$ cat src/mtwd_pkg.sv
// Package for the multi-task watchdog monitor: sizes, codes and shared types.
// No dependencies; every other file of the block refers to it by scoped names.
`timescale 1ns / 1ps

package mtwd_pkg;

  localparam int SLOTS      = 8;
  localparam int ID_WIDTH   = 16;
  localparam int TASK_ID_W  = 16;
  localparam int ID_W       = (ID_WIDTH < TASK_ID_W) ? ID_WIDTH : TASK_ID_W;
  localparam int TIME_W     = 32;
  localparam int COUNT_W    = 8;
  localparam int SLOT_OUT_W = 3;
  localparam int CNT_W      = $clog2(SLOTS + 1);
  localparam int CFG_IDX_W  = 1;

  localparam logic [TIME_W-1:0]  TIMEOUT_RST  = 32'd5000;
  localparam logic [COUNT_W-1:0] ESCALATE_RST = 8'd3;
  localparam logic [COUNT_W-1:0] COUNT_MAX    = 8'hFF;

  typedef enum logic [1:0] {
    REQ_REGISTER = 2'd0,
    REQ_KICK     = 2'd1,
    REQ_CHECK    = 2'd2,
    REQ_NONE     = 2'd3
  } req_e;

  typedef enum logic [2:0] {
    STAT_REGISTERED = 3'd0,
    STAT_FULL       = 3'd1,
    STAT_KICKED     = 3'd2,
    STAT_UNKNOWN    = 3'd3,
    STAT_RECOVER    = 3'd4,
    STAT_SYSRESET   = 3'd5,
    STAT_NONE       = 3'd6
  } status_e;

  typedef enum logic [CFG_IDX_W-1:0] {
    REG_TIMEOUT  = 1'b0,
    REG_ESCALATE = 1'b1
  } cfg_reg_e;

  typedef struct packed {
    logic [ID_W-1:0]    id;
    logic [TIME_W-1:0]  kick;
    logic [COUNT_W-1:0] count;
  } entry_t;

  typedef struct packed {
    status_e               status;
    logic [SLOT_OUT_W-1:0] slot;
    logic [TASK_ID_W-1:0]  id;
    logic [COUNT_W-1:0]    count;
  } res_t;

  typedef struct packed {
    logic   hit;
    logic   found;
    res_t   res;
    entry_t entry;
  } head_t;

endpackage

$ cat src/mtwd_cell.sv
// One slot cell of the rotating slot chain.
// Depends on mtwd_pkg for the slot entry type.
`timescale 1ns / 1ps

module mtwd_cell (
  input  logic            clk_i,
  input  logic            shift_i,
  input  mtwd_pkg::entry_t entry_i,
  output mtwd_pkg::entry_t entry_o
);

  mtwd_pkg::entry_t entry_q;

  // Slot contents are undefined until written, so the cell has no reset.
  always_ff @(posedge clk_i) begin
    if (shift_i) begin
      entry_q <= entry_i;
    end
  end

  assign entry_o = entry_q;

endmodule

$ cat src/mtwd_head.sv
// Slot evaluation unit at the head of the slot chain: decides whether the
// slot now at the head produces a result and what the slot becomes.
// Depends on mtwd_pkg.
`timescale 1ns / 1ps

module mtwd_head (
  input  mtwd_pkg::entry_t                 entry_i,
  input  mtwd_pkg::req_e                   req_i,
  input  logic [mtwd_pkg::ID_W-1:0]        req_id_i,
  input  logic [mtwd_pkg::TIME_W-1:0]      now_i,
  input  logic [mtwd_pkg::CNT_W-1:0]       step_i,
  input  logic [mtwd_pkg::CNT_W-1:0]       used_i,
  input  logic                             found_i,
  input  logic [mtwd_pkg::TIME_W-1:0]      timeout_i,
  input  logic [mtwd_pkg::COUNT_W-1:0]     escalate_i,
  output mtwd_pkg::head_t                  head_o
);

  logic                           in_use;
  logic [mtwd_pkg::TIME_W-1:0]    elapsed;
  logic [mtwd_pkg::COUNT_W-1:0]   count_inc;

  assign in_use    = step_i < used_i;
  assign elapsed   = now_i - entry_i.kick;
  assign count_inc = (entry_i.count == mtwd_pkg::COUNT_MAX) ? entry_i.count
                                                            : entry_i.count + 8'd1;

  always_comb begin
    head_o            = '0;
    head_o.entry      = entry_i;
    head_o.res.slot   = mtwd_pkg::SLOT_OUT_W'(step_i);
    head_o.res.id     = mtwd_pkg::TASK_ID_W'(entry_i.id);
    head_o.res.count  = entry_i.count;
    head_o.res.status = mtwd_pkg::STAT_NONE;
    case (req_i)
      mtwd_pkg::REQ_REGISTER: begin
        if (step_i == used_i) begin
          head_o.hit         = 1'b1;
          head_o.entry.id    = req_id_i;
          head_o.entry.kick  = now_i;
          head_o.entry.count = '0;
          head_o.res.status  = mtwd_pkg::STAT_REGISTERED;
          head_o.res.id      = mtwd_pkg::TASK_ID_W'(req_id_i);
          head_o.res.count   = '0;
        end
      end
      mtwd_pkg::REQ_KICK: begin
        if (in_use && !found_i && (entry_i.id == req_id_i)) begin
          head_o.hit         = 1'b1;
          head_o.found       = 1'b1;
          head_o.entry.kick  = now_i;
          head_o.entry.count = '0;
          head_o.res.status  = mtwd_pkg::STAT_KICKED;
        end
      end
      mtwd_pkg::REQ_CHECK: begin
        if (in_use && (elapsed > timeout_i)) begin
          head_o.hit         = 1'b1;
          head_o.entry.kick  = now_i;
          head_o.entry.count = count_inc;
          head_o.res.status  = (entry_i.count >= escalate_i) ? mtwd_pkg::STAT_SYSRESET
                                                             : mtwd_pkg::STAT_RECOVER;
        end
      end
      default: begin
        head_o.hit = 1'b0;
      end
    endcase
  end

endmodule

$ cat src/multi_task_watchdog_monitor.sv
// Top level of the multi-task watchdog monitor: slot chain, head unit,
// sequencer, result holding stages and configuration registers.
// Depends on mtwd_pkg, mtwd_cell and mtwd_head.
`timescale 1ns / 1ps

// The monitor keeps a table of SLOTS tasks (id, last kick time, timeout
// count) in a ring of cells that rotates by one position per step, so each
// slot passes the single evaluation unit once per request. Every request,
// whether register, kick or check, walks all slots: one accepted transaction
// passes through one walk step per slot, a finishing state and an idle state in
// which the next transaction is accepted, and output stall can hold the walk and
// the finish. The walk is set by the one compare path at the head of the ring.
// A register request stores the task in the next free slot or reports a full
// table. A kick request re-arms the first slot with a matching id. A check
// request reports each slot whose elapsed time exceeds the timeout register, as
// a recover or, once its count has reached the escalation register, a system
// reset, then bumps the count and re-arms the slot.
// Results leave through an output register with one more result held behind
// it, so the last flag can be set on the final result of a transaction. The
// next request is accepted while the final result still waits at the output.
// Configuration writes are always taken; they are meant for idle periods.
module multi_task_watchdog_monitor (
  input  logic                                 clk_i,
  input  logic                                 rst_ni,
  input  logic                                 in_valid_i,
  output logic                                 in_stall_o,
  input  logic [1:0]                           req_type_i,
  input  logic [mtwd_pkg::TASK_ID_W-1:0]       task_id_i,
  input  logic [mtwd_pkg::TIME_W-1:0]          now_ms_i,
  output logic                                 out_valid_o,
  input  logic                                 out_stall_i,
  output logic [2:0]                           status_o,
  output logic [mtwd_pkg::SLOT_OUT_W-1:0]      slot_o,
  output logic [mtwd_pkg::TASK_ID_W-1:0]       task_id_out_o,
  output logic [mtwd_pkg::COUNT_W-1:0]         tmo_count_o,
  output logic                                 last_o,
  input  logic                                 cfg_valid_i,
  output logic                                 cfg_ready_o,
  input  logic [mtwd_pkg::CFG_IDX_W-1:0]       cfg_index_i,
  input  logic [mtwd_pkg::TIME_W-1:0]          cfg_data_i
);

  typedef enum logic [2:0] {
    ST_IDLE   = 3'b001,
    ST_WALK   = 3'b010,
    ST_FINISH = 3'b100
  } state_e;

  state_e state_q, state_d;

  // Control state.
  logic [mtwd_pkg::CNT_W-1:0]   step_q, step_d;
  logic [mtwd_pkg::CNT_W-1:0]   used_q, used_d;
  logic                         found_q, found_d;
  logic                         pend_valid_q, pend_valid_d;
  logic                         out_valid_q, out_valid_d;
  logic [mtwd_pkg::TIME_W-1:0]  timeout_q;
  logic [mtwd_pkg::COUNT_W-1:0] escalate_q;

  // Payload registers of the current transaction and the result stages.
  mtwd_pkg::req_e               req_q;
  logic [mtwd_pkg::ID_W-1:0]    req_id_q;
  logic [mtwd_pkg::TIME_W-1:0]  now_q;
  mtwd_pkg::res_t               pend_q, pend_d;
  mtwd_pkg::res_t               out_q, out_d;
  logic                         out_last_q, out_last_d;

  logic                         in_accept;
  logic                         out_free;
  logic                         out_load;
  logic                         advance;
  logic                         shift;
  mtwd_pkg::res_t               final_res;
  mtwd_pkg::head_t              head;
  mtwd_pkg::entry_t             chain [mtwd_pkg::SLOTS+1];

  assign in_stall_o  = (state_q != ST_IDLE);
  assign in_accept   = in_valid_i && !in_stall_o;
  assign cfg_ready_o = 1'b1;

  // The output register can take a new result when it is empty or its
  // current result is being taken in this cycle.
  assign out_free = !out_valid_q || !out_stall_i;

  // A hit with a result already held must first move that result on.
  assign advance = !(head.hit && pend_valid_q) || out_free;
  assign shift   = (state_q == ST_WALK) && advance;

  // Ring of slot cells: each cell hands its slot to the lower neighbor, and
  // the head unit's updated slot enters at the top.
  for (genvar g = 0; g < mtwd_pkg::SLOTS; g++) begin : g_cell
    mtwd_cell u_cell (
      .clk_i   (clk_i),
      .shift_i (shift),
      .entry_i (chain[g+1]),
      .entry_o (chain[g])
    );
  end
  assign chain[mtwd_pkg::SLOTS] = head.entry;

  mtwd_head u_head (
    .entry_i    (chain[0]),
    .req_i      (req_q),
    .req_id_i   (req_id_q),
    .now_i      (now_q),
    .step_i     (step_q),
    .used_i     (used_q),
    .found_i    (found_q),
    .timeout_i  (timeout_q),
    .escalate_i (escalate_q),
    .head_o     (head)
  );

  // Result given at the end of a transaction when the walk held none.
  always_comb begin
    final_res = '0;
    case (req_q)
      mtwd_pkg::REQ_REGISTER: begin
        final_res.status = mtwd_pkg::STAT_FULL;
        final_res.id     = mtwd_pkg::TASK_ID_W'(req_id_q);
      end
      mtwd_pkg::REQ_KICK: begin
        final_res.status = mtwd_pkg::STAT_UNKNOWN;
        final_res.id     = mtwd_pkg::TASK_ID_W'(req_id_q);
      end
      default: begin
        final_res.status = mtwd_pkg::STAT_NONE;
      end
    endcase
  end

  always_comb begin
    state_d      = state_q;
    step_d       = step_q;
    used_d       = used_q;
    found_d      = found_q;
    pend_valid_d = pend_valid_q;
    pend_d       = pend_q;
    out_load     = 1'b0;
    out_d        = out_q;
    out_last_d   = out_last_q;

    case (state_q)
      ST_IDLE: begin
        if (in_accept) begin
          state_d = ST_WALK;
          step_d  = '0;
          found_d = 1'b0;
        end
      end
      ST_WALK: begin
        if (advance) begin
          if (head.hit) begin
            if (pend_valid_q) begin
              out_load   = 1'b1;
              out_d      = pend_q;
              out_last_d = 1'b0;
            end
            pend_d       = head.res;
            pend_valid_d = 1'b1;
            found_d      = found_q || head.found;
          end
          step_d = step_q + 1'b1;
          if (step_q == mtwd_pkg::CNT_W'(mtwd_pkg::SLOTS - 1)) begin
            state_d = ST_FINISH;
          end
        end
      end
      ST_FINISH: begin
        if (req_q == mtwd_pkg::REQ_NONE) begin
          state_d = ST_IDLE;
        end else if (out_free) begin
          out_load     = 1'b1;
          out_d        = pend_valid_q ? pend_q : final_res;
          out_last_d   = 1'b1;
          pend_valid_d = 1'b0;
          if ((req_q == mtwd_pkg::REQ_REGISTER) &&
              (used_q < mtwd_pkg::CNT_W'(mtwd_pkg::SLOTS))) begin
            used_d = used_q + 1'b1;
          end
          state_d = ST_IDLE;
        end
      end
      default: begin
        state_d = ST_IDLE;
      end
    endcase

    if (out_load) begin
      out_valid_d = 1'b1;
    end else begin
      out_valid_d = out_valid_q && out_stall_i;
    end
  end

  always_ff @(posedge clk_i or negedge rst_ni) begin
    if (!rst_ni) begin
      state_q      <= ST_IDLE;
      step_q       <= '0;
      used_q       <= '0;
      found_q      <= 1'b0;
      pend_valid_q <= 1'b0;
      out_valid_q  <= 1'b0;
      timeout_q    <= mtwd_pkg::TIMEOUT_RST;
      escalate_q   <= mtwd_pkg::ESCALATE_RST;
    end else begin
      state_q      <= state_d;
      step_q       <= step_d;
      used_q       <= used_d;
      found_q      <= found_d;
      pend_valid_q <= pend_valid_d;
      out_valid_q  <= out_valid_d;
      if (cfg_valid_i && cfg_ready_o) begin
        case (mtwd_pkg::cfg_reg_e'(cfg_index_i))
          mtwd_pkg::REG_TIMEOUT:  timeout_q  <= cfg_data_i;
          mtwd_pkg::REG_ESCALATE: escalate_q <= cfg_data_i[mtwd_pkg::COUNT_W-1:0];
          default:                timeout_q  <= timeout_q;
        endcase
      end
    end
  end

  always_ff @(posedge clk_i) begin
    if (in_accept) begin
      req_q    <= mtwd_pkg::req_e'(req_type_i);
      req_id_q <= task_id_i[mtwd_pkg::ID_W-1:0];
      now_q    <= now_ms_i;
    end
    pend_q <= pend_d;
    if (out_load) begin
      out_q      <= out_d;
      out_last_q <= out_last_d;
    end
  end

  assign out_valid_o     = out_valid_q;
  assign status_o        = out_q.status;
  assign slot_o          = out_q.slot;
  assign task_id_out_o   = out_q.id;
  assign tmo_count_o     = out_q.count;
  assign last_o          = out_last_q;

  // Between transactions no result may be left behind the output register.
  a_idle_no_pending : assert property (@(posedge clk_i) disable iff (!rst_ni)
    (state_q == ST_IDLE) |-> !pend_valid_q)
    else $error("result still held while idle");

  // The fill count never passes the table size.
  a_used_bound : assert property (@(posedge clk_i) disable iff (!rst_ni)
    used_q <= mtwd_pkg::CNT_W'(mtwd_pkg::SLOTS))
    else $error("slot fill count out of range");

  // A finishing transaction that gives results closes with a final result.
  a_finish_last : assert property (@(posedge clk_i) disable iff (!rst_ni)
    ((state_q == ST_FINISH) && (req_q != mtwd_pkg::REQ_NONE) && out_free)
      |=> (out_valid_o && last_o))
    else $error("transaction finished without a final result");

  // The walk never runs past the last slot.
  a_walk_step : assert property (@(posedge clk_i) disable iff (!rst_ni)
    (state_q == ST_WALK) |-> (step_q < mtwd_pkg::CNT_W'(mtwd_pkg::SLOTS)))
    else $error("walk step out of range");

endmodule

$ cat config.mk
export PLATFORM = sky130hd
export DESIGN_NAME = multi_task_watchdog_monitor
export DESIGN_NICKNAME = d
export VERILOG_FILES = /design/src/mtwd_pkg.sv /design/src/mtwd_cell.sv /design/src/mtwd_head.sv /design/src/multi_task_watchdog_monitor.sv
export SDC_FILE = /design/constraint.sdc
export NUM_CORES = 1
export LEC_CHECK = 0
export BUFFER_PORTS_ARGS = -buffer_cell sky130_fd_sc_hd__buf_2
export CAP_MARGIN = 20
export CORE_UTILIZATION = 55
export DETAILED_ROUTE_END_ITERATION = 8
export PLACE_DENSITY = 0.73
export SLEW_MARGIN = 30
export SYNTH_ARGS = -nofsm -noshare
export SYNTH_HDL_FRONTEND = slang
export SYNTH_SLANG_ARGS = --single-unit
$ cat constraint.sdc
create_clock -name clk_i -period 40.6 [get_ports clk_i]
set_input_delay 4.06 -clock clk_i [delete_from_list [all_inputs] [get_ports clk_i]]
set_output_delay 4.06 -clock clk_i [all_outputs]
set_load 0.01 [all_outputs]
## Word level (Yosys, flattened, before mapping)

Cells that the tools add are included.

- Input port bits: 88
- Register bits: 613
- Output and inout bits: 34
- Word-level logic and storage cells: 157

- Add/subtract/negate cells: 4
- Magnitude comparators: 4
- Bitwise logic cells: 2
- Reductions and logical operators: 29
- Mux-type cells: 55
- Eq/ne operators: 19

Operators by type and width:

| cell | number |
|---|---|
| two-way mux 30 bit | 6 |
| two-way mux 40 bit | 3 |
| one-hot mux 40 bit (3 select lines) | 1 |
| two-way mux 80 bit | 1 |
| one-hot mux 30 bit (2 select lines) | 1 |
| > comparator 32 bit | 1 |
| subtractor 32 bit | 1 |
| two-way mux 1 bit | 22 |
| two-way mux 3 bit | 7 |
| one-hot mux 3 bit (3 select lines) | 2 |
| == test 16 bit | 1 |
| two-way mux 16 bit | 1 |
| != test 2 bit, second input constant | 6 |
| AND reduction 4 bit | 3 |
| adder 4 x 1 -> 4 bit, second input constant | 2 |
| adder 8 x 1 -> 8 bit, second input constant | 1 |
| == test 8 bit, second input constant | 1 |
| greater-or-equal comparator 8 bit | 1 |
| logical AND 1 bit | 8 |
| two-way mux 4 bit | 2 |
| two-way mux 8 bit | 1 |
| one-hot mux 1 bit (2 select lines) | 4 |
| one-hot mux 4 bit (2 select lines) | 1 |
| AND reduction 7 bit | 1 |
| 24 further kinds | 35 |

## Depth between registers and ports, before layout

- Depth in word-level cells: 11
- Depth in mapped cells: 25
- Depth with buffers taken out: 23

## Cells and area by module

A second synthesis with hierarchy kept.

- Cells, all modules: 1332
- Area total of the unflattened synthesis: 23391.2 sq um

By module, submodules not included:

| module | seq. area each (sq um) | cells each | times used | area each (sq um) |
|---|---|---|---|---|
| mtwd_cell | 1681.6 | 56 | 8 | 1681.6 |
| multi_task_watchdog_monitor | 4694.5 | 336 | 1 | 5939.4 |
| mtwd_head | 0.0 | 548 | 1 | 3998.8 |

## Worst setup path before layout

OpenSTA, ideal clock, no wires.

- Kind: in2reg
- Start: in out_stall_i
- End: reg step_q[0] in the netlist's numbering
- Data arrival time: 28.259 ns
- Path slack: 12.151 ns
- Library setup time: 0.190 ns
- Stages: 4
- Data required time: 40.410 ns
- Buffers on the path: 1
- Path through: and3_1 > clkbuf_1 > a21oi_1 > mux2_2

- Longest elaborated chain between the ends: 5

Ends and longest elaborated chain:

| item | RTL line | RTL |
|---|---|---|
| start: declaration | multi_task_watchdog_monitor.sv:31 | `input logic out_stall_i,` |
| zero test 1 bit | multi_task_watchdog_monitor.sv:83 | `assign out_free = !out_valid_q \|\| !out_stall_i;` |
| logical OR 1 bit | multi_task_watchdog_monitor.sv:83 |  |
| logical OR 1 bit | multi_task_watchdog_monitor.sv:86 | `assign advance = !(head.hit && pend_valid_q) \|\| out_free;` |
| != test 2 bit (no source line) | - |  |
| AND reduction 3 bit (no source line) | - |  |
| end signal: assignment | multi_task_watchdog_monitor.sv:208 | `step_q <= step_d;` |
| end: declaration | multi_task_watchdog_monitor.sv:52 | `logic [mtwd_pkg::CNT_W-1:0] step_q, step_d;` |

No other way between the ends.
A chain may end at the register's enable or synchronous reset.

## Worst setup path in the final report

- Start: reg now_q[1] in the netlist's numbering
- End: reg g_cell[3].u_cell.entry_q, in the netlist g_cell[3].u_cell.entry_o[36] (enable)

- Longest elaborated chain between the ends: 9

Ends and longest elaborated chain:

| item | RTL line | RTL |
|---|---|---|
| start: declaration | multi_task_watchdog_monitor.sv:63 | `logic [mtwd_pkg::TIME_W-1:0] now_q;` |
| start signal: assignment | multi_task_watchdog_monitor.sv:227 | `now_q <= now_ms_i;` |
| subtractor 32 bit | mtwd_head.sv:24 | `assign elapsed = now_i - entry_i.kick;` |
| > comparator 32 bit | mtwd_head.sv:57 | `if (in_use && (elapsed > timeout_i)) begin` |
| logical AND 1 bit | mtwd_head.sv:57 |  |
| two-way mux 1 bit | mtwd_head.sv:57 |  |
| one-hot mux 1 bit (3 select lines) | mtwd_head.sv:35 | `case (req_i)` |
| logical AND 1 bit | multi_task_watchdog_monitor.sv:86 |  |
| zero test 1 bit | multi_task_watchdog_monitor.sv:86 |  |
| logical OR 1 bit | multi_task_watchdog_monitor.sv:86 |  |
| logical AND 1 bit | multi_task_watchdog_monitor.sv:87 | `assign shift = (state_q == ST_WALK) && advance;` |
| named net g_cell[0].u_cell.shift_i | mtwd_cell.sv:7 | `input logic shift_i,` |
| end signal: assignment | mtwd_cell.sv:17 | `entry_q <= entry_i;` |
| end: declaration | mtwd_cell.sv:12 | `mtwd_pkg::entry_t entry_q;` |

The timed path passes the listed nets, and every way through them passes these cells.

==> flow_summary.yaml <==
logic_synthesis:
  synth_warnings: 0
  synth_common_cells: "edfxtp_1 (559), nand2_1 (130), inv_1 (95), o21ai_0 (88), ha_1 (78)"
  netlist_instances: 1397
  ys_async_sr_fraction_pct: 8.81
  synth-seq-cells: 613
  synth_top_cells_by_area: "edfxtp_1 (73%), dfrtp_1 (5.0%), ha_1 (4.2%)"
  yosysTopAreaCell: "edfxtp_1"
  synth-edff-count: 559
  ys_seq_area_share_pct: 78.8
  ys_types: 67
  yosysMostFrequentCell: "edfxtp_1"
  synth_ff_type: "edfxtp_1"
  syn_area_per_cell_um2: 16.5
  netlist_area_mm2: 0.0230
  synth.net_count: 1564
  synth_top_cell_area_share_pct: 72.9
floorplanning:
  chipHeight_um: 207
  initial_utilization_pct: 56.0
  die_x_um: 207
  core_area_mm2: 0.0411
  io_pins: 122
  fp-row-count: 74
  die-area_mm2: 0.0427
final_layout:
  post-route-util_pct: 64.6
  multiInputGateArea_mm2: 0.00444
  num-fill-cells: 2814
  seqCellArea_mm2: 0.0181
  layout-drive-gt1-share_pct: 17.6
  final_nets: 1731
  num_antenna_cells: 0
  syn2layout_area_growth_pct: 15.4
clock_network:
  cts.root.buffer_cell: "clkbuf_16"
  cts-resized-gates: 0
  cts_buffer_depth: 3
  cts.clk_slew.worst_paths_ns: 0.07
  postCtsSetupBuffers: 0
  h-tree-depth: 2
  cts_sinks: 613
  numCtsBuffers: 59
  ctsHoldBuffers: 0
  clock_latency_ns: 0.63
  cts_tree: "done"
sta:
  skew_ns: 0.0258
  finalCriticalPeriod_ns: 7.46
  rsz0062_at_grt: "false"
  hold_viol_final: 0
  setup_ws_ns: 33.14
  slew_headroom_pct: 40.8
  fmax_mhz: 134
  drv_slew: 0
  whs_ns: 0.413
  fin_setup_tns_ns: 0
  setup_viol: 0
  tightest_slew_ns: 0.887
  period_share_pct: 18.4
route:
  drt-total-wl_um: 41300
  avgViaCountPerCell: 5.49
  routedWlPerCell_um: 19.2
  drc: 4
  ant_nets: 0
  drt_iter0_drc: 900
  dr.pass1.iters: 7
  vias: 11800
power:
  leakage_nw: 9.77
  peakVddDrop_uv: 38.1
  power_density_mw_per_mm2: 68.3
global_routing:
  met3_usage_pct: 3.67
  busiest_layer: "met2"
  grt_antenna_before_repair: 3
  grtUsageMet1_pct: 28.4
  met2_usage_pct: 30.6
  overflow: 0
  grt_pass1_vias: 11600
  grt_pass1_wl_um: 63600
  grt_max_degree: 209
  grt_usage_pct: 19.9
worst_setup_path:
  critPathKind: "reg -> reg"
  cp-end-kind: "flop"
  crit_path_max_fanout: 85
  cp_data_arrival_time_ns: 7.71
  cp.required_ns: 40.85
  critPathLaunchType: "flop"
placed_design:
  port_buffers: 120
  place_congestion: 0.884
  post-place-ws_ns: 32.49
  dp_hpwl_um: 26000
run:
  maxCapViolations: 0
run_status:
  violations: "design-rule violations"
  outcome: "complete, but fails checks"
min_path:
  min-delay-path-class: "reg -> reg"
## logic make-up (layout without fill, tap and decap cells)
logic type	after synthesis	after routing	synth area share [%]
other	1	1	0.0163
DFF	613	613	78.8
and+or+nand+nor	288	288	5.82
xor gates and xnor gates	46	46	1.75
adders and majority gates	79	79	4.32
muxes	28	28	1.37
buffers and inverters	124	342	2.06
AOI/OAI and AO/OA	218	218	5.87
## power breakdown
group / leakage, nW / switching [mW] / internal [mW] / total, mW
combinational: 2.95 / 0.209 / 0.108 / 0.317
sequential: 5.77 / 0.0398 / 0.851 / 0.891
clock: 1.05 / 0.235 / 0.374 / 0.609
## path summary, 6_finish.rpt
check | start | to | slack [ns] | cells after the start
hold / removal | g_cell[5].u_cell.entry_o[22] | g_cell[4].u_cell.entry_o[22] | 0.41 | 0
max in group asynchronous | rst_ni | timeout_q[21] | 36.47 | 2
min in group asynchronous | rst_ni | escalate_q[4] | 3.59 | 2
setup / recovery | now_q[1] | g_cell[3].u_cell.entry_o[36] | 33.14 | 23
setup reg to reg | now_q[1] | g_cell[3].u_cell.entry_o[36] | 33.14 | 23
hold reg to reg | g_cell[5].u_cell.entry_o[22] | g_cell[4].u_cell.entry_o[22] | 0.41 | 0
## state kept, by name, indices dropped and copies added (netlist names)
| register | count |
|---|---|
| pend_q | 30 |
| req_id_q | 16 |
| now_q | 32 |
| status_o | 3 |
| pend_valid_q | 1 |
| task_id_out_o | 16 |
| timeout_q | 32 |
| found_q | 1 |
| tmo_count_o | 8 |
| state_q | 3 |
| last_o | 1 |
| out_valid_o | 1 |
| req_q | 2 |
| step_q | 4 |
| escalate_q | 8 |
| g_cell.u_cell.entry_o | 448 |
| used_q | 4 |
| slot_o | 3 |
## stage by stage
stage,power [mW],cells,area (µm²)
after CTS,1.83,2145,26500
after detailed placement,1.21,2033,24300
after floorplan,1.22,1397,23000
final,1.82,2147,26600
after global placement,1.20,2033,24300
after global routing,1.90,2147,26600
## layout make-up
class	instances	area share (%)
timing repair buffer	134	2.88
sequential	613	68.3
clock inverter	44	2.50
clock buffer	68	5.76
inverter	96	1.36
tap	532	2.50
multi-input combinational	660	16.7
## routing by layer
metal  up-vias  share of wire (%)
li1       5538                  -
met5         -              0.065
met2       316                 47
met1      5849                 44
met4         4                2.8
met3        87                5.5
## placed cells by master, fill, tap and decap left out, drive strengths merged, types with 9 or more instances in the layout
cell	instances
nand2	130
a211oi	9
ha	78
o21ai	90
a21o	20
bufinv	16
a21oi	50
dfrtp	46
clkbuf	68
inv	99
nor2	43
buf	134
nor3	9
and2	16
nand3	30
nor2b	12
clkinv	18
nand2b	9
nand4	11
xor2	23
xnor2	23
mux2	28
edfxtp	559
## worst max-delay path: stages, from the launching register on
cell and delay, ns:
edfxtp_1 0.44, ha_1 0.29, nor2b_1 0.15, o31a_1 0.29, o41a_1 0.47, a211oi_2 0.33
o21ai_1 0.16, or4_4 0.53, a31o_1 0.23, a21oi_2 0.14, xnor2_1 0.08, ha_1 0.29
nand4_1 0.14, or4_1 0.51, nor2_1 0.17, a211oi_1 0.12, nand2_1 0.12, o2bb2ai_2 0.14
a21o_2 0.27, a21oi_4 0.17, buf_6 0.55, buf_4 0.43, buf_16 0.31, buf_6 0.61
No activity file was read; power rests on OpenSTA's default activity.
